--- src/hdl/bgf_pkg.sv ---
package bgf_pkg;

   localparam int MAX_COLS = 256;
   localparam int MAX_ROWS = 256;

   localparam int COL_W   = $clog2(MAX_COLS);
   localparam int ROW_W   = $clog2(MAX_ROWS);
   localparam int ADDR_W  = ROW_W + COL_W;
   localparam int SIZE_W  = 9;
   localparam int LIMIT_W = 9;
   localparam int DIST_W  = (COL_W > ROW_W ? COL_W : ROW_W) + 1;
   localparam int SUM_W   = (DIST_W > LIMIT_W ? DIST_W : LIMIT_W) + 1;

   localparam logic [SIZE_W-1:0]  COLS_RESET  = SIZE_W'(MAX_COLS);
   localparam logic [SIZE_W-1:0]  ROWS_RESET  = SIZE_W'(MAX_ROWS);
   localparam logic [LIMIT_W-1:0] LIMIT_RESET = LIMIT_W'(100);

   localparam logic KIND_WRITE = 1'b0;
   localparam logic KIND_QUERY = 1'b1;

   typedef enum logic [2:0] {
      DIR_CENTER,
      DIR_LEFT,
      DIR_RIGHT,
      DIR_UP,
      DIR_DOWN
   } dir_type;

   typedef struct packed {
      logic [SIZE_W-1:0]  cols;
      logic [SIZE_W-1:0]  rows;
      logic [LIMIT_W-1:0] hlimit;
      logic [LIMIT_W-1:0] vlimit;
   } cfg_type;

   typedef struct packed {
      logic    clear;
      logic    write;
      logic    capture;
      dir_type dir;
      logic    dist_load;
      logic    dist_step;
      logic    save_a;
      logic    set_h;
      logic    set_v;
      logic    flag;
      logic    emit;
   } cmd_type;

   typedef struct packed {
      logic pixel;
      logic in_frame;
      logic col_first;
      logic col_last;
      logic row_first;
      logic row_last;
      logic edge_hit;
      logic far;
      logic in_limit;
      logic clear_done;
      logic out_free;
   } status_type;

endpackage

--- src/hdl/bgf_csr.sv ---
module bgf_csr (
   input  logic                       clock,
   input  logic                       reset,
   input  logic                       csr_psel,
   input  logic                       csr_penable,
   input  logic                       csr_pwrite,
   input  logic [3:0]                 csr_paddr,
   input  logic [31:0]                csr_pwdata,
   output logic [31:0]                csr_prdata,
   output logic                       csr_pready,
   output bgf_pkg::cfg_type           cfg
);

   localparam logic [1:0] REG_COLS   = 2'd0;
   localparam logic [1:0] REG_ROWS   = 2'd1;
   localparam logic [1:0] REG_HLIMIT = 2'd2;
   localparam logic [1:0] REG_VLIMIT = 2'd3;

   bgf_pkg::cfg_type cfg_ff, cfg_in;
   logic             wr_en;
   logic [1:0]       reg_idx;

   function automatic logic [bgf_pkg::SIZE_W-1:0] clamp_size(
      input logic [bgf_pkg::SIZE_W-1:0] v,
      input logic [bgf_pkg::SIZE_W-1:0] maxv
   );
      logic [bgf_pkg::SIZE_W-1:0] r;
      r = v;
      if (v == '0) begin
         r = bgf_pkg::SIZE_W'(1);
      end else if (v > maxv) begin
         r = maxv;
      end
      return r;
   endfunction

   assign csr_pready = 1'b1;
   assign wr_en      = csr_psel && csr_penable && csr_pwrite && csr_pready;
   assign reg_idx    = csr_paddr[3:2];
   assign cfg        = cfg_ff;

   always_comb begin
      cfg_in = cfg_ff;
      if (wr_en) begin
         unique case (reg_idx)
            REG_COLS: begin
               cfg_in.cols = clamp_size(csr_pwdata[bgf_pkg::SIZE_W-1:0],
                                        bgf_pkg::COLS_RESET);
            end
            REG_ROWS: begin
               cfg_in.rows = clamp_size(csr_pwdata[bgf_pkg::SIZE_W-1:0],
                                        bgf_pkg::ROWS_RESET);
            end
            REG_HLIMIT: cfg_in.hlimit = csr_pwdata[bgf_pkg::LIMIT_W-1:0];
            REG_VLIMIT: cfg_in.vlimit = csr_pwdata[bgf_pkg::LIMIT_W-1:0];
            default: cfg_in = cfg_ff;
         endcase
      end
   end

   always_comb begin
      unique case (reg_idx)
         REG_COLS:   csr_prdata = 32'(cfg_ff.cols);
         REG_ROWS:   csr_prdata = 32'(cfg_ff.rows);
         REG_HLIMIT: csr_prdata = 32'(cfg_ff.hlimit);
         REG_VLIMIT: csr_prdata = 32'(cfg_ff.vlimit);
         default:    csr_prdata = '0;
      endcase
   end

   always_ff @(posedge clock) begin
      if (reset) begin
         cfg_ff.cols   <= bgf_pkg::COLS_RESET;
         cfg_ff.rows   <= bgf_pkg::ROWS_RESET;
         cfg_ff.hlimit <= bgf_pkg::LIMIT_RESET;
         cfg_ff.vlimit <= bgf_pkg::LIMIT_RESET;
      end else begin
         cfg_ff <= cfg_in;
      end
   end

   a_size_range: assert property (@(posedge clock) disable iff (reset)
      (cfg_ff.cols != '0) && (cfg_ff.cols <= bgf_pkg::COLS_RESET) &&
      (cfg_ff.rows != '0) && (cfg_ff.rows <= bgf_pkg::ROWS_RESET))
      else $error("frame size register out of range");

endmodule

--- config.mk ---
export PLATFORM = sky130hd
export DESIGN_NAME = bgf_csr
export DESIGN_NICKNAME = d
export VERILOG_FILES = /design/src/hdl/bgf_pkg.sv /design/src/hdl/bgf_csr.sv
export SDC_FILE = /design/constraint.sdc
export NUM_CORES = 1
export LEC_CHECK = 0
export BUFFER_PORTS_ARGS = -buffer_cell sky130_fd_sc_hd__buf_4
export CORE_UTILIZATION = 48
export CTS_CLUSTER_DIAMETER = 150
export DETAILED_ROUTE_END_ITERATION = 8
export GPL_TIMING_DRIVEN = 0
export PLACE_DENSITY = 0.95
export SETUP_SLACK_MARGIN = 0.4
export SLEW_MARGIN = 20
export SYNTH_ARGS = -nofsm -noshare
export SYNTH_HDL_FRONTEND = slang
export SYNTH_SLANG_ARGS = --single-unit
--- constraint.sdc ---
create_clock -name clock -period 2.65 [get_ports clock]
set_input_delay 0.53 -clock clock [delete_from_list [all_inputs] [get_ports clock]]
set_output_delay 0.53 -clock clock [all_outputs]
set_load 0.05 [all_outputs]
======== Word-level counts from Yosys, hierarchy flattened ========
Cells that the tools add are included.
W data, S select, Z words.
cells by class
  equality and inequality tests ........... 3
  magnitude comparators ................... 1
  muxes and demuxes ....................... 3
  reductions and logical operators ........ 8
operator list
  cell                  number
  $pmux W32 S4          1
  $mux W9               2
  $gt A9 B9 Y1 const B  1
  $logic_not A9 Y1      1
  $reduce_and A2 Y1     4
  $eq A2 B2 Y1 const B  2
  $eq A2 B1 Y1 const B  1
  $logic_and A1 B1 Y1   2
  $logic_not A2 Y1      1
storage, ports and cells
  bits of input ports ..................... 41
  flip-flop bits (word level) ............. 36
  output and inout port bits .............. 69
  logic and storage cells ................. 19

======== Depth between registers and ports, before layout ========
  depth after elaboration ................. 3
  depth in mapped cells ................... 6
  gate-level depth less buffers ........... 3

======== Least setup slack after synthesis ========
OpenSTA, ideal clock, no wires.
  path kind ............................... input to output
  start ................................... in csr_paddr[3]
  end ..................................... out csr_prdata[4]
  arrival time ............................ 1.470 ns
  buffers on the path ..................... 1
  data required time ...................... 2.120 ns
  slack ................................... 0.650 ns
  stages on the path ...................... 2
  cell sequence ........................... buf_6 -> mux4_1
on the way
  word-level cells in the longest chain between the ends .. 2
  elaborated cells on any way between the ends .. 5
  those cells by class .................... eq/ne: 3; mux: 1; reduce/logical: 1
RTL lines
  item                                  line           text
  start: declaration                    bgf_csr.sv:7   input logic [3:0] csr_paddr,
  $eq A2 B2 Y1 (tied with other cells)  bgf_csr.sv:62  unique case (reg_idx)
  $pmux W32 S4 *                        bgf_csr.sv:62
  end: declaration                      bgf_csr.sv:9   output logic [31:0] csr_prdata,
Every way passes the cells marked *; elsewhere a longest branch is shown, timed or not. The select of a mux whose other input is x is not followed.

======== Final worst setup path ========
Ends and elaborated chain as after synthesis.

==> metrics.cfg <==
[yosys]
netlist_area_mm2=0.00198
yosysTopAreaCellShare_pct=36.5
seq_area_frac_synth_pct=36.5
synth_edf_count=0
synth_cell_types=23
syn_avg_cell_area_um2=9.88
synthTopCellsByArea=dfxtp_1 36%, mux2i_1 10%, buf_4 9.1%
synth_cells=200
ys.flop_type=dfxtp_1
ys_ff_latch=36
synth_top_area_cell=dfxtp_1
async_flop_share_pct=0
ys_warn_count=0

[worst_setup_path]
start_kind=input pin
r2r_cells=3
critical_path_buf_inv_count=3
critical_path.startpoint=csr_paddr[3]
crit_top_cell=buf_4
r2r_end=cfg[23]
crit_end=csr_prdata[4]
cpMaxStageDelayCell=mux4_1
cp_top_family=multiplexers
crit_fanout=10
crit_required_ps=2120
worstPathCellList=buf_4 > buf_6 > mux4_1 > buf_4
worst_ep_arrival_time_ps=1570
critPathKind=input pin to primary output
r2r_setup_slack_ps=1840
reg2reg_from=cfg[23]
slowest_delay_ps=570
cp-end-kind=primary output
cp.depth=4

[pwr]
power.total_w=0.00123
internal_power_w=0.000841
pwr-share-comb_pct=21.4
leakagePower_nw=1.25
p_switching_w=0.000385
netSwitchingFraction_pct=31.4
peakVddDrop_mv=0.288
clockPowerShare_pct=33.6
power_density_mw_per_mm2=462
seq_power_share_pct=45.0

[drt]
wirelength_um=4910
drt_first_pass_iters=4
vias=1699
via_per_inst=5.04
wl_per_cell_um=14.6
ant_nets=0
drtIter0Drc=90
drc=0

[timing]
worstMarginPinSlew_ps=496
grt_setup_unrepaired=false
setup_viol=0
period_share_pct=79.3
fin_tns_setup_ps=0
slew_violations=0
hold_viol=0
timing.fmax_mhz=476
fin_ws_ps=549
fin_hold_ws_ps=485
finalClockSkew_ps=0
slew_headroom_pct=66.1
period_minus_slack_ps=2100

[die]
num_io_pins=110
core_mm2=0.00380
start_util_pct=52.0
die_area_mm2=0.00438
die_h_um=66.2
die_x_um=66.2
rows=22

[clocking]
insertion_delay_ps=290
cts.sinks=36
cts_made_buffers=5
clk_pin_slew_ps=70
tritoncts=yes
cts-htree-levels=2
cts-root-buf=clkbuf_8
clock_path_buffers=2

[place]
dp_cells=329
place_ws_ps=451
hpwl_um=3470
gp_congestion=0.861
portBuffers=59

[global_route]
grt-ovfl-total=0
grt_pass1_vias=1551
grt_usage_pct=23.6
antenna_found_initial=0
grt_pass1_wl_um=7490
grt_max_degree=12

[run_status]
status=completed

[worst_hold_path]
hold_class=flip-flop to flip-flop

[final_layout]
fillers=285
drive_above_1_share_pct=39.8
area_delta_synth_final_pct=34.4
stdcell_count=337
antenna_cells=0
largest_reg_flops=36
nets=329

[flow_run]
max_cap_violations=0

power groups by stage:
| stage | Combinational [W] | Sequential, W | Clock, W |
|---|---|---|---|
| 2_1_floorplan | 0.000182 | 0.000584 | 0 |
| 3_3_place_gp | 0.000258 | 0.000564 | 0 |
| 3_5_place_dp | 0.000260 | 0.000564 | 0 |
| 4_1_cts | 0.000261 | 0.000552 | 0.000409 |
| 5_1_grt | 0.000276 | 0.000552 | 0.000434 |
| 6_report | 0.000263 | 0.000552 | 0.000412 |
metal layers:
layer	global-route usage [%]	share of wire, %	up-vias
met3	4.66	6.9	7
met1	29.3	42	796
met2	39.5	49	73
li1	-	-	823
met5	0	0	-
met4	9.57	1.5	0
through the flow:
step / util (%) / cell area, um^2
4_1_cts: 69.9 / 2650
5_1_grt: 69.9 / 2660
3_5_place_dp: 67.4 / 2560
6_report: 69.9 / 2660
2_1_floorplan: - / 2060
3_3_place_gp: 67.4 / 2560
final cells by class:
class	count	area (um^2)	share of cell area, %
clock inverter	2	10.0	0.377
sequential	36	721	27.1
timing repair buffer	59	443	16.7
inverter	3	11.3	0.424
tap	48	60.1	2.26
multi-input combinational	145	1050	39.7
clock buffer	6	82.6	3.11
buffer	38	274	10.3
cells in the mapped netlist (3+ instances only):
master / n
mux4_1: 3
nand2b_1: 19
mux2i_1: 20
buf_4: 24
clkbuf_1: 7
mux4_2: 6
or3b_2: 7
dfxtp_1: 36
o21ai_0: 28
nor2_1: 12
nor2b_1: 15
buf_6: 5
kinds of logic after synthesis:
| family | Yosys count | share of synthesized area [%] |
|---|---|---|
| other cells | 2 | 0.380 |
| compound gates | 32 | 8.74 |
| simple gates | 60 | 19.1 |
| buf+inv | 41 | 14.4 |
| flops | 36 | 36.5 |
| mux | 29 | 21.0 |
worst min path at each step:
stage / startpoint / endpoint / slack [ps] / cells after the start
3_3_place_gp: cfg[18] / cfg[18] / 470 / 2
2_1_floorplan: cfg[18] / cfg[18] / 680 / 2
5_1_grt: cfg[12] / cfg[12] / 520 / 2
4_1_cts: cfg[27] / cfg[27] / 490 / 2
6_report: cfg[10] / cfg[10] / 490 / 2
3_5_place_dp: cfg[18] / cfg[18] / 470 / 2
placed cells by master, fill, tap and decap left out, drive strengths merged, types with 3 or more instances in the layout:
cell,n
nor2b,15
nor2,13
mux2i,20
or3b,7
clkbuf,13
conb,24
mux4,9
dfxtp,36
o21ai,28
inv,3
buf,90
nand2b,19
timing repair:
item                                    4_1_cts  5_1_grt
endpoints found under the setup margin        0        2
buffers inserted                              0        0
resized for setup                             0        2
hold buffers                                  0        0
worst register-to-register path, cell delays in order (launching register included):
cell     delay, ps
dfxtp_1        320
nor2b_1        130
o21ai_0        100
o21ai_0        130
No activity file was read; power rests on OpenSTA's default activity.
