## src/hdl/bgf_pkg.sv

```systemverilog
package bgf_pkg;

   localparam int MAX_COLS = 256;
   localparam int MAX_ROWS = 256;

   localparam int COL_W   = $clog2(MAX_COLS);
   localparam int ROW_W   = $clog2(MAX_ROWS);
   localparam int ADDR_W  = ROW_W + COL_W;
   localparam int SIZE_W  = 9;
   localparam int LIMIT_W = 9;
   localparam int DIST_W  = (COL_W > ROW_W ? COL_W : ROW_W) + 1;
   localparam int SUM_W   = (DIST_W > LIMIT_W ? DIST_W : LIMIT_W) + 1;

   localparam logic [SIZE_W-1:0]  COLS_RESET  = SIZE_W'(MAX_COLS);
   localparam logic [SIZE_W-1:0]  ROWS_RESET  = SIZE_W'(MAX_ROWS);
   localparam logic [LIMIT_W-1:0] LIMIT_RESET = LIMIT_W'(100);

   localparam logic KIND_WRITE = 1'b0;
   localparam logic KIND_QUERY = 1'b1;

   typedef enum logic [2:0] {
      DIR_CENTER,
      DIR_LEFT,
      DIR_RIGHT,
      DIR_UP,
      DIR_DOWN
   } dir_type;

   typedef struct packed {
      logic [SIZE_W-1:0]  cols;
      logic [SIZE_W-1:0]  rows;
      logic [LIMIT_W-1:0] hlimit;
      logic [LIMIT_W-1:0] vlimit;
   } cfg_type;

   typedef struct packed {
      logic    clear;
      logic    write;
      logic    capture;
      dir_type dir;
      logic    dist_load;
      logic    dist_step;
      logic    save_a;
      logic    set_h;
      logic    set_v;
      logic    flag;
      logic    emit;
   } cmd_type;

   typedef struct packed {
      logic pixel;
      logic in_frame;
      logic col_first;
      logic col_last;
      logic row_first;
      logic row_last;
      logic edge_hit;
      logic far;
      logic in_limit;
      logic clear_done;
      logic out_free;
   } status_type;

endpackage

```

## src/hdl/bgf_ctrl.sv

```systemverilog
module bgf_ctrl (
   input  logic                  clock,
   input  logic                  reset,
   input  logic                  req_valid,
   input  logic                  req_kind,
   output logic                  req_ready,
   input  bgf_pkg::status_type   status,
   output bgf_pkg::cmd_type      cmd
);

   typedef enum logic [3:0] {
      CLEAR,
      IDLE,
      ISSUE,
      CENTER,
      LEFT,
      RIGHT,
      VSTART,
      UP,
      DOWN,
      DONE
   } state_type;

   state_type state_ff, state_in;

   always_comb begin
      state_in  = state_ff;
      req_ready = 1'b0;
      cmd       = '0;
      cmd.dir   = bgf_pkg::DIR_CENTER;
      unique case (state_ff)
         CLEAR: begin
            cmd.clear = 1'b1;
            if (status.clear_done) begin
               state_in = IDLE;
            end
         end
         IDLE: begin
            req_ready = 1'b1;
            if (req_valid) begin
               if (req_kind == bgf_pkg::KIND_WRITE) begin
                  cmd.write = 1'b1;
               end else begin
                  cmd.capture = 1'b1;
                  state_in    = ISSUE;
               end
            end
         end
         ISSUE: begin
            state_in = status.in_frame ? CENTER : DONE;
         end
         CENTER: begin
            if (status.pixel) begin
               cmd.set_h = 1'b1;
               cmd.set_v = 1'b1;
               cmd.flag  = 1'b1;
               state_in  = DONE;
            end else if (status.col_first) begin
               state_in = VSTART;
            end else begin
               cmd.dir       = bgf_pkg::DIR_LEFT;
               cmd.dist_load = 1'b1;
               state_in      = LEFT;
            end
         end
         LEFT: begin
            if (status.pixel) begin
               if (status.far || status.col_last) begin
                  state_in = VSTART;
               end else begin
                  cmd.save_a    = 1'b1;
                  cmd.dir       = bgf_pkg::DIR_RIGHT;
                  cmd.dist_load = 1'b1;
                  state_in      = RIGHT;
               end
            end else if (status.edge_hit || status.far) begin
               state_in = VSTART;
            end else begin
               cmd.dir       = bgf_pkg::DIR_LEFT;
               cmd.dist_step = 1'b1;
            end
         end
         RIGHT: begin
            if (status.pixel) begin
               cmd.set_h = 1'b1;
               cmd.flag  = status.in_limit;
               state_in  = VSTART;
            end else if (status.edge_hit || status.far) begin
               state_in = VSTART;
            end else begin
               cmd.dir       = bgf_pkg::DIR_RIGHT;
               cmd.dist_step = 1'b1;
            end
         end
         VSTART: begin
            if (status.row_first) begin
               state_in = DONE;
            end else begin
               cmd.dir       = bgf_pkg::DIR_UP;
               cmd.dist_load = 1'b1;
               state_in      = UP;
            end
         end
         UP: begin
            if (status.pixel) begin
               if (status.far || status.row_last) begin
                  state_in = DONE;
               end else begin
                  cmd.save_a    = 1'b1;
                  cmd.dir       = bgf_pkg::DIR_DOWN;
                  cmd.dist_load = 1'b1;
                  state_in      = DOWN;
               end
            end else if (status.edge_hit || status.far) begin
               state_in = DONE;
            end else begin
               cmd.dir       = bgf_pkg::DIR_UP;
               cmd.dist_step = 1'b1;
            end
         end
         DOWN: begin
            if (status.pixel) begin
               cmd.set_v = 1'b1;
               cmd.flag  = status.in_limit;
               state_in  = DONE;
            end else if (status.edge_hit || status.far) begin
               state_in = DONE;
            end else begin
               cmd.dir       = bgf_pkg::DIR_DOWN;
               cmd.dist_step = 1'b1;
            end
         end
         DONE: begin
            if (status.out_free) begin
               cmd.emit = 1'b1;
               state_in = IDLE;
            end
         end
         default: state_in = CLEAR;
      endcase
   end

   always_ff @(posedge clock) begin
      if (reset) begin
         state_ff <= CLEAR;
      end else begin
         state_ff <= state_in;
      end
   end

endmodule

```

## config.mk

```make
export PLATFORM = sky130hd
export DESIGN_NAME = bgf_ctrl
export DESIGN_NICKNAME = d
export VERILOG_FILES = /design/src/hdl/bgf_pkg.sv /design/src/hdl/bgf_ctrl.sv
export SDC_FILE = /design/constraint.sdc
export NUM_CORES = 1
export LEC_CHECK = 0
export ABC_AREA = 1
export BUFFER_PORTS_ARGS = -buffer_cell sky130_fd_sc_hd__buf_2
export CAP_MARGIN = 20
export CORE_UTILIZATION = 39
export CTS_BUF_LIST = sky130_fd_sc_hd__clkbuf_16
export DETAILED_ROUTE_END_ITERATION = 8
export PLACE_DENSITY = 0.82
export SKIP_LAST_GASP = 1
export SLEW_MARGIN = 20
export SYNTH_ARGS = -nofsm -noshare
export SYNTH_HDL_FRONTEND = slang
export SYNTH_SLANG_ARGS = --single-unit
```

## constraint.sdc

```tcl
create_clock -name clock -period 1.2 [get_ports clock]
set_clock_uncertainty 0.05 [all_clocks]
set_input_delay 0.24 -clock clock [delete_from_list [all_inputs] [get_ports clock]]
set_output_delay 0.24 -clock clock [all_outputs]
set_load 0.02 [all_outputs]
```

==> results.py, run 1 <==
metrics = {
    "cts": {
        "cts_max_level": 1,
        "clockRootBuffer": "clkbuf_16",
        "clockBufferDepth": 2,
        "clkSinkCount": 4,
        "cts_made_buffers": 3,
    },
    "yosys": {
        "ys.flop_type": "dfxtp_1",
        "syn_inst": 108,
        "synth_cell_type_count": 18,
        "syn_nets": 123,
        "synth-seq-area-share_pct": 13.91,
        "synth_edf_count": 0,
        "yosys_warnings": 0,
        "synth_area_per_cell_um2": 5.329,
        "async_flop_share_pct": 0,
        "ys_ff_latch": 4,
        "syn-cell-area_um2": 575.6,
    },
    "placement": {
        "dp_hpwl_um": 1841,
        "place.gp.congestion": 0.9671,
        "port_buffers": 28,
        "placed_cells": 178,
    },
    "floorplan": {
        "io_pins": 29,
        "row_count": 13,
        "dieHeight_um": 40.42,
        "start_util_pct": 43.15,
        "die_w_um": 40.42,
    },
    "global_routing": {
        "grt_max_degree": 6,
    },
    "status": {
        "outcome": "aborted with a tool error",
        "lastStage": "global routing (5_1_grt)",
        "tool.error": "[ERROR DPL-0038] Utilization greater than 100%, impossible to legalize",
    },
}
[cell families after synthesis]
family	share of synthesized area, %
AND/OR/NAND/NOR	58.26
buffers and inverters	13.04
flip-flops	13.91
AO/OA/AOI/OAI	14.78
[Yosys cell counts (4+ instances only)]
cell	n	area (µm²)
o21ai_0	4	20.02
nor2_1	17	63.81
dfxtp_1	4	80.08
inv_2	5	18.77
nand2_1	26	97.59
nor3_1	5	25.02
nand2_2	6	37.54
o21ai_1	6	30.03
nand3_1	4	20.02
inv_1	15	56.30
[per-stage QoR]
step           setup slack (ns)  instance area [µm²]  utilization (%)
4_1_cts                 -0.4071                 1290            96.72
2_1_floorplan           -0.1699                655.6                -
3_3_place_gp            -0.2147                 1017            76.27
3_5_place_dp            -0.2895                 1017            76.27
[what timing repair did]
| action | CTS |
|---|---|
| endpoints found under the setup margin | 18 |
| pin swaps | 7 |
| setup buffers | 5 |
| hold buffers | 0 |
| gates resized for setup | 52 |
==> run 2, diff against run 1 <==
- CORE_AREA: not set -> 2 2 63 65
- CORE_UTILIZATION: 39 -> not set
- CTS_BUF_LIST: sky130_fd_sc_hd__clkbuf_16 -> not set
- DIE_AREA: not set -> 0 0 65 67
- PLACE_DENSITY: 0.82 -> not set
- PLACE_DENSITY_LB_ADDON: not set -> 0.15
- clock period: 1.2 -> 1.6 ns (I/O delays scaled with it)
==> run 2 against run 1 <==
Synthesized cell count unchanged. The flow now finishes, with violations (setup timing). Synthesized area unchanged.
==> results.py, run 2 <==
metrics = {
    "status": {
        "outcome": "complete, but fails checks",
        "violations": "setup timing",
    },
    "drt": {
        "drc": 0,
        "via_per_inst": 4.184,
        "dr.pass1.iters": 4,
        "drtAntennaViolNets": 0,
        "drt-total-wl_um": 2224,
        "drt_first_iter_violations": 43,
        "vias": 862,
        "wire_per_inst_um": 10.80,
    },
    "power_and_ir_drop": {
        "switching_share_pct": 45.36,
        "total_leakage_power_nw": 0.5443,
        "p_per_area_nw_per_um2": 985.7,
        "pwr-share-clk_pct": 19.2,
        "p_comb_share_pct": 64.6,
        "seqPwrFrac_pct": 16.2,
        "peakVddDrop_uv": 591.4,
        "p_int_w": 0.0005883,
        "power.switching_w": 0.0004883,
    },
    "final_layout": {
        "antenna_cells": 0,
        "drive_gt1_share_pct": 54.43,
        "stdcell_area_um2": 1092,
        "top_regs": "state_ff: 4 flops",
        "layout_commonest_cell": "buf_4",
        "largest_reg_flops": 4,
        "nFillCells": 426,
        "nets": 175,
        "top_register": "state_ff",
        "most-common-layout-cells": "buf_4 (27), nand2_1 (23), buf_2 (18), nor2_1 (14), inv_1 (13)",
        "syn2layout_area_growth_pct": 89.78,
    },
    "sta": {
        "drv_slew": 0,
        "fmax_ghz": 0.5849,
        "min_period_over_period_pct": 106.9,
        "timing.setup.tns_ns": -0.6750,
        "rsz0062_at_grt": "yes",
        "finalSetupViolations": 11,
        "hold_violations": 0,
        "period_needed_ns": 1.710,
        "setup_ws_ns": -0.1096,
        "slew_headroom_pct": 78.65,
        "worst_pin_slew_ns": 0.3178,
    },
    "yosys": {
        "yosys_warnings": 0,
        "synth_cell_type_count": 18,
        "synth_common_cells": "nand2_1 (26), nor2_1 (17), inv_1 (15)",
        "synth_area_leaders": "nand2_1 (17%), dfxtp_1 (14%), nor2_1 (11%)",
        "synth_top_cell_area_share_pct": 16.96,
        "syn_inst": 108,
        "yosysMostFrequentCell": "nand2_1",
        "syn_nets": 123,
        "synth-seq-area-share_pct": 13.91,
        "synth_top_area_cell": "nand2_1",
        "ys_ff_latch": 4,
        "synth_edf_count": 0,
        "async_flop_share_pct": 0,
        "synth_area_per_cell_um2": 5.329,
        "ys.flop_type": "dfxtp_1",
        "syn-cell-area_um2": 575.6,
    },
    "cts": {
        "clk_latency_ns": 0.21,
        "clkTransAtPathRegs_ns": 0.03,
        "clockRootBuffer": "clkbuf_8",
        "cts_max_level": 1,
        "cts_made_buffers": 3,
        "clockBufferDepth": 2,
        "cts_hold_buf": 0,
        "clkSinkCount": 4,
        "cts_tree": "yes",
    },
    "worst_setup_path": {
        "cp.arrival_ns": 1.34,
        "crit_path_end_kind": "output pin",
        "slowest_delay_ns": 0.35,
        "crit_required_ns": 1.23,
        "crit_chain": "inv_4 -> nand2_1 -> nor2_4 -> inv_1 -> o21ai_0 -> buf_2",
        "crit_type": "register to output pin",
        "slowest_stage": "dfxtp_4",
        "r2r_slack_ns": 0.07,
        "crit_fanout": 3,
        "worstSetupStartpointType": "register",
    },
    "global_routing": {
        "grt_pass1_vias": 836,
        "globalRouteTotalUtil_pct": 10.27,
        "grt_pass1_wl_um": 3477,
        "grt_remaining_overflow": 0,
        "grt_max_degree": 7,
        "antenna_found_initial": 0,
    },
    "placement": {
        "postPlaceCellArea_um2": 843.3,
        "port_buffers": 28,
        "dp_hpwl_um": 1785,
        "place.gp.congestion": 0.7619,
    },
    "floorplan": {
        "start_util_pct": 15.96,
        "coreArea_um2": 3606,
        "row_count": 22,
        "die-area_um2": 4355,
        "dieHeight_um": 67,
        "die_w_um": 65,
        "io_pins": 29,
    },
    "job": {
        "maxCapViolations": 0,
    },
    "min_path": {
        "hp-class": "input pin to register",
    },
}
-- run 2: final timing paths --
path	start	end	depth (start not counted)
worst max-delay path	state_ff[2]$_SDFFE_PP0P_	cmd[2]	6
worst min-delay path	reset	state_ff[0]$_SDFFE_PP0P_	2
worst max register to register	state_ff[2]$_SDFFE_PP0P_	state_ff[0]$_SDFFE_PP0P_	9
worst min register to register	state_ff[1]$_SDFFE_PP0P_	state_ff[2]$_SDFFE_PP0P_	3
-- run 2: stage by stage --
stage	hold slack [ns]	power [W]	std cells	utilization, %	setup WS, ns
2_1_floorplan	0.3324	0.0004986	108	-	-0.02130
3_3_place_gp	0.4810	0.0006954	193	23.39	-0.02180
5_1_grt	0.2593	0.001159	206	30.29	-0.2000
3_5_place_dp	0.4790	0.0006879	193	23.39	-0.02549
4_1_cts	0.2492	0.0009877	200	27.20	-0.1375
6_report	0.2497	0.001077	206	30.29	-0.1096
-- run 2: worst max-delay path, delay by kind of cell, from the launching register on --
family / cells / cell delay [ns]
flops: 1 / 0.35
buf+inv: 3 / 0.36
simple gates: 2 / 0.26
compound gates: 1 / 0.16
-- run 2: cell type report --
| type | instances | area (µm²) | area share [%] |
|---|---|---|---|
| multi-input combinational | 84 | 500.5 | 45.82 |
| timing repair buffer | 47 | 315.3 | 28.87 |
| sequential | 4 | 92.59 | 8.476 |
| inverter | 20 | 82.58 | 7.560 |
| tap | 48 | 60.06 | 5.498 |
| clock buffer | 3 | 41.29 | 3.780 |
-- run 2: repair_timing --
item,4_1_cts,5_1_grt
setup endpoints to repair,12,14
pin swaps,4,7
resized for setup,24,21
setup buffers,4,6
-- run 2: layer usage --
| layer | part of all wire (%) | wire [µm] | global-route usage, % |
|---|---|---|---|
| met1 | 46 | 1029 | 13.04 |
| met2 | 46 | 1027 | 17.27 |
| met3 | 6.5 | 144 | 1.182 |
| met4 | 1.0 | 23 | 4.787 |
| met5 | 0 | 0 | 0 |
-- run 2: kinds of logic after synthesis --
logic type,after synthesis,synth area share [%]
and+or+nand+nor,69,58.26
buffers and inverters,20,13.04
AOI/OAI and AO/OA,15,14.78
DFF,4,13.91
-- run 2: power groups by stage --
stage          combinational (W)  sequential, W  clock (W)
5_1_grt                 0.000758       0.000177   0.000223
6_report                0.000696       0.000174   0.000207
4_1_cts                 0.000616       0.000159   0.000213
3_3_place_gp            0.000541       0.000154          0
2_1_floorplan           0.000352       0.000146          0
3_5_place_dp            0.000533       0.000154          0
(Power assumes the default switching activity.)
==> run 3, diff against run 2 <==
- RECOVER_POWER: not set -> 50
- clock period: 1.6 -> 1.66 ns (I/O delays scaled with it)
==> run 3 against run 2 <==
The flow still finishes with violations (setup timing). Wire length shrank 12%. Die area unchanged. Core utilization fell by 4.5 points. Total power decreased by 21%. Final area decreased by 15%. Highest routed layer is now met3. Sequential share of layout area up 0.68 points. Register-to-register slack gained 0.08 ns. Global-route usage is 0.71 points lower. Combinational power fell by 28%. Largest power group unchanged. First-iteration DRC count shrank 49%. Non-clock buffer count shrank 11. Final cell count shrank 5.3%.
==> results.py, run 3 (synthesis gave the netlist of run 2 again) <==
metrics = {
    "global_routing": {
        "grt_pass1_wl_um": 3229,
        "antenna_found_initial": 0,
        "grt_max_degree": 7,
        "use_met3_pct": 1.858,
        "met1_usage_pct": 12.02,
        "grt_pass1_vias": 786,
        "grt-busiest-layer": "met2",
        "grt_remaining_overflow": 0,
        "met2_usage_pct": 15.85,
        "globalRouteTotalUtil_pct": 9.559,
    },
    "final_layout": {
        "antenna_cells": 0,
        "instances_no_fill": 195,
        "largest_reg_flops": 4,
        "drive_gt1_share_pct": 47.62,
        "syn2layout_area_growth_pct": 61.52,
        "layout_commonest_cell": "nand2_1",
        "top_regs": "state_ff: 4 flops",
        "top_register": "state_ff",
        "nets": 164,
        "most-common-layout-cells": "nand2_1 (24), buf_2 (21), nor2_1 (15), buf_4 (15), inv_1 (14)",
    },
    "cts": {
        "cts_tree": "yes",
        "cts_hold_buf": 0,
        "clk_latency_ns": 0.21,
        "clkTransAtPathRegs_ns": 0.03,
        "clkSinkCount": 4,
        "clockBufferDepth": 2,
        "cts_max_level": 1,
        "cts_made_buffers": 3,
        "clockRootBuffer": "clkbuf_8",
    },
    "worst_setup_path": {
        "crit_type": "register to output pin",
        "crit_fanout": 5,
        "worstSetupStartpointType": "register",
        "crit_required_ns": 1.28,
        "cp.arrival_ns": 1.33,
        "crit_path_end_kind": "output pin",
    },
    "drt": {
        "dr.pass1.iters": 4,
        "drt_first_iter_violations": 22,
        "drc": 0,
        "drtAntennaViolNets": 0,
        "vias": 775,
        "drt-total-wl_um": 1952,
        "via_per_inst": 3.974,
        "wire_per_inst_um": 10.01,
    },
    "status": {
        "violations": "setup timing",
        "outcome": "complete, but fails checks",
    },
    "sta": {
        "slew_headroom_pct": 78.00,
        "min_period_over_period_pct": 103.3,
        "fmax_ghz": 0.5834,
        "drv_slew": 0,
        "rsz0062_at_grt": "yes",
        "setup_ws_ns": -0.05410,
        "finalSetupViolations": 9,
        "hold_violations": 0,
        "worst_pin_slew_ns": 0.3275,
        "period_needed_ns": 1.714,
    },
    "placement": {
        "dp_hpwl_um": 1702,
        "place.gp.congestion": 0.7922,
        "place_ws_ns": 0.04325,
        "port_buffers": 28,
        "placed_cells": 188,
    },
    "power_and_ir_drop": {
        "peakVddDrop_uv": 360.1,
        "p_total_w": 0.0008517,
        "total_leakage_power_nw": 0.4672,
        "p_per_area_nw_per_um2": 916.1,
    },
    "min_path": {
        "hp-class": "input pin to register",
    },
    "job": {
        "maxCapViolations": 0,
    },
    "floorplan": {
        "dieHeight_um": 67,
        "die_w_um": 65,
        "start_util_pct": 15.96,
        "io_pins": 29,
        "die-area_um2": 4355,
        "row_count": 22,
        "coreArea_um2": 3606,
    },
}
==> run 3: path summary, 6_finish.rpt <==
kind / startpoint / endpoint / slack, ns / depth (start not counted)
worst max-delay path: state_ff[0]$_SDFFE_PP0P_ / cmd[7] / -0.05 / 8
worst min-delay path: reset / state_ff[0]$_SDFFE_PP0P_ / 0.26 / 2
worst max register to register: state_ff[2]$_SDFFE_PP0P_ / state_ff[0]$_SDFFE_PP0P_ / 0.15 / 9
worst min register to register: state_ff[1]$_SDFFE_PP0P_ / state_ff[2]$_SDFFE_PP0P_ / 0.64 / 3
==> run 3: per-layer routing <==
layer / up-vias / share of wire, %
met4: 0 / 0
met3: 0 / 7.0
met1: 330 / 50
met5: - / 0
met2: 24 / 43
li1: 421 / -
==> run 3: metrics by stage <==
step / TNS, ns / hold slack [ns] / cell area (µm²) / util, %
after floorplan: 0 / 0.3444 / 575.6 / -
after global placement: 0 / 0.4940 / 805.8 / 22.35
after detailed placement: 0 / 0.4984 / 805.8 / 22.35
after CTS: -0.5850 / 0.2658 / 902.1 / 25.02
after global routing: -1.499 / 0.2742 / 929.6 / 25.78
final: -0.3020 / 0.2644 / 929.6 / 25.78
==> run 3: layout make-up <==
| class | instances | area, µm² |
|---|---|---|
| Fill cell | 417 | 2676 |
| Inverter | 20 | 75.07 |
| Timing Repair Buffer | 36 | 217.7 |
| Clock buffer | 3 | 41.29 |
| Multi-Input combinational cell | 84 | 450.4 |
| Sequential cell | 4 | 85.08 |
| Tap cell | 48 | 60.06 |
==> run 3: repair_timing <==
item / CTS / global route
setup endpoints to repair: 11 / 11
hold endpoints to repair: 0 / 0
pin swaps: 4 / 2
buffers inserted: 3 / 1
gates resized for setup: 13 / 9
gates cloned: 0 / 0
==> run 3: worst max-delay path, cell delays in order (launching register included) <==
cell,delay [ns]
dfxtp_2,0.33
inv_1,0.12
nand2_1,0.08
nor2_2,0.13
nand2_2,0.10
o21ai_1,0.08
inv_1,0.06
o21ai_1,0.07
buf_4,0.15
==> run 3: power breakdown <==
part           leakage (nW)  internal, W  switching (W)
Clock                0.0216     0.000154      0.0000453
Combinational         0.411     0.000171       0.000329
Sequential           0.0343     0.000123      0.0000281
==> run 4, diff against run 3 <==
- PLACE_DENSITY_LB_ADDON: 0.15 -> 0.3
==> run 4 against run 3 <==
The flow still finishes with violations (setup timing). Fmax barely moved. Worst hold slack improved by 0.0041 ns. Clock power hardly changed. Sequential cell count did not move. Critical path depth decreased by 1. Final cell count unchanged. Sequential power is 12% higher. Register-to-register slack improved by 0.12 ns. Count of clock-buffer cells in the layout did not move. Core utilization rose by 1.5 points. Final area increased by 5.9%. Largest power group unchanged. Highest routed layer is now met4.
==> results.py, run 4 (synthesis gave the netlist of run 2 again) <==
metrics = {
    "placement": {
        "port_buffers": 28,
        "dp_hpwl_um": 1618,
        "placed_cells": 187,
        "place.gp.congestion": 0.8162,
    },
    "floorplan": {
        "io_pins": 29,
        "row_count": 22,
        "dieHeight_um": 67,
        "start_util_pct": 15.96,
        "coreArea_um2": 3606,
        "die_w_um": 65,
        "die-area_um2": 4355,
    },
    "cts": {
        "cts_made_buffers": 3,
        "cts_max_level": 1,
        "clkSinkCount": 4,
        "clkTransAtPathRegs_ns": 0.03,
        "clk_latency_ns": 0.21,
        "cts_hold_buf": 0,
        "clockBufferDepth": 2,
        "clockRootBuffer": "clkbuf_8",
        "cts_tree": "yes",
    },
    "drt": {
        "dr.pass1.iters": 3,
        "vias": 781,
        "drt-total-wl_um": 1918,
        "via_per_inst": 4.005,
        "drtAntennaViolNets": 0,
        "drc": 0,
        "drt_first_iter_violations": 16,
        "wire_per_inst_um": 9.836,
    },
    "final_layout": {
        "layout_commonest_cell": "nand2_1",
        "drive_gt1_share_pct": 51.02,
        "final_util_pct": 27.31,
        "instances_no_fill": 195,
        "antenna_cells": 0,
        "most-common-layout-cells": "nand2_1 (23), buf_2 (18), buf_4 (15), nor2_1 (14), inv_1 (12)",
        "largest_reg_flops": 4,
        "top_regs": "state_ff: 4 flops",
        "nets": 164,
        "top_register": "state_ff",
        "syn2layout_area_growth_pct": 71.09,
    },
    "job": {
        "maxCapViolations": 0,
    },
    "status": {
        "violations": "setup timing",
        "outcome": "complete, but fails checks",
    },
    "power_and_ir_drop": {
        "p_total_w": 0.0008813,
        "total_leakage_power_nw": 0.4867,
        "peakVddDrop_uv": 456.0,
        "p_per_area_nw_per_um2": 895.0,
    },
    "min_path": {
        "hp-class": "input pin to register",
        "min_path_cells": 2,
        "hold_start": "reset",
        "whs_endpoint": "state_ff[0]$_SDFFE_PP0P_",
    },
    "worst_setup_path": {
        "worstSetupStartpointType": "register",
        "crit-reg2reg-capture": "state_ff[0]$_SDFFE_PP0P_",
        "crit_path_end_kind": "output pin",
        "crit_type": "register to output pin",
        "rr_startpoint": "state_ff[2]$_SDFFE_PP0P_",
        "cp.arrival_ns": 1.33,
        "r2r_slack_ns": 0.27,
        "r2r_cells": 8,
        "crit_fanout": 5,
        "crit_required_ns": 1.28,
    },
    "sta": {
        "timing.hold.ws_ns": 0.2685,
        "min_period_over_period_pct": 103.3,
        "setup_ws_ns": -0.05418,
        "hold_violations": 0,
        "period_needed_ns": 1.714,
        "drv_slew": 0,
        "worst_pin_slew_ns": 0.3338,
        "slew_headroom_pct": 77.58,
        "finalSetupViolations": 7,
        "fmax_ghz": 0.5834,
        "rsz0062_at_grt": "yes",
    },
    "global_routing": {
        "grt_max_degree": 7,
        "globalRouteTotalUtil_pct": 8.926,
        "grt_pass1_vias": 726,
        "grt_remaining_overflow": 0,
        "grt_pass1_wl_um": 3036,
        "antenna_found_initial": 0,
    },
}
==> run 4: changes by cell type in the layout (fill, tap and decap cells not counted), sizes merged <==
| cell | before | now |
|---|---|---|
| clkbuf | 3 | 4 |
| buf | 36 | 35 |
==> run 4: what timing repair did <==
| action | CTS | global route |
|---|---|---|
| resized for setup | 24 | 16 |
| endpoints found under the setup margin | 11 | 11 |
| gates cloned | 0 | 0 |
| pin swaps | 6 | 8 |
| buffers inserted | 3 | 2 |
==> run 4: metrics by stage <==
| stage | cell area, µm² | setup TNS (ns) | setup slack (ns) |
|---|---|---|---|
| floorplan | 575.6 | 0 | 0.02670 |
| detailed placement | 798.3 | 0 | 0.007132 |
| global placement | 798.3 | -0.05576 | -0.03410 |
| finish | 984.7 | -0.1972 | -0.05418 |
| global route | 984.7 | -0.9187 | -0.1629 |
| CTS | 922.1 | -0.5033 | -0.1105 |
==> run 4: routing by layer <==
layer / global-route usage (%) / wire length (µm) / up-vias
li1: - / - / 424
met1: 11.65 / 944 / 340
met2: 14.95 / 893 / 15
met3: 2.196 / 62 / 2
met4: 1.596 / 18 / 0
met5: 0 / 0 / -
==> run 4: final cells by class <==
cell class	count	area, µm²
clock buffer	3	41.29
fill	404	2621
inverter	20	77.57
sequential	4	90.09
timing repair buffer	36	229.0
multi-input combinational	84	486.7
tap	48	60.06
==> run 4: worst max-delay path, cell delays in order, from the launching register on <==
cell     delay, ns
dfxtp_4       0.38
nand2_4       0.08
nor2_4        0.16
inv_2         0.06
o21ai_1       0.07
o21ai_1       0.10
o21ai_1       0.12
buf_4         0.15
==> run 4: how the worst max path moves through the flow <==
stage,from,cells past startpoint,end
floorplan,state_ff[1]$_SDFFE_PP0P_,5,cmd[10]
global route,state_ff[0]$_SDFFE_PP0P_,7,cmd[6]
finish,state_ff[0]$_SDFFE_PP0P_,7,cmd[6]
global placement,state_ff[1]$_SDFFE_PP0P_,7,cmd[6]
CTS,state_ff[3]$_SDFFE_PP0P_,8,cmd[6]
detailed placement,state_ff[1]$_SDFFE_PP0P_,7,cmd[6]
==> run 4: where the power goes <==
| group | leakage [nW] | total (W) | internal [W] | switching (W) |
|---|---|---|---|---|
| logic | 0.430 | 0.000511 | 0.000177 | 0.000334 |
| clock network | 0.0216 | 0.000200 | 0.000154 | 0.0000462 |
| registers | 0.0350 | 0.000170 | 0.000129 | 0.0000411 |
| total | 0.487 | 0.000881 | 0.000460 | 0.000421 |
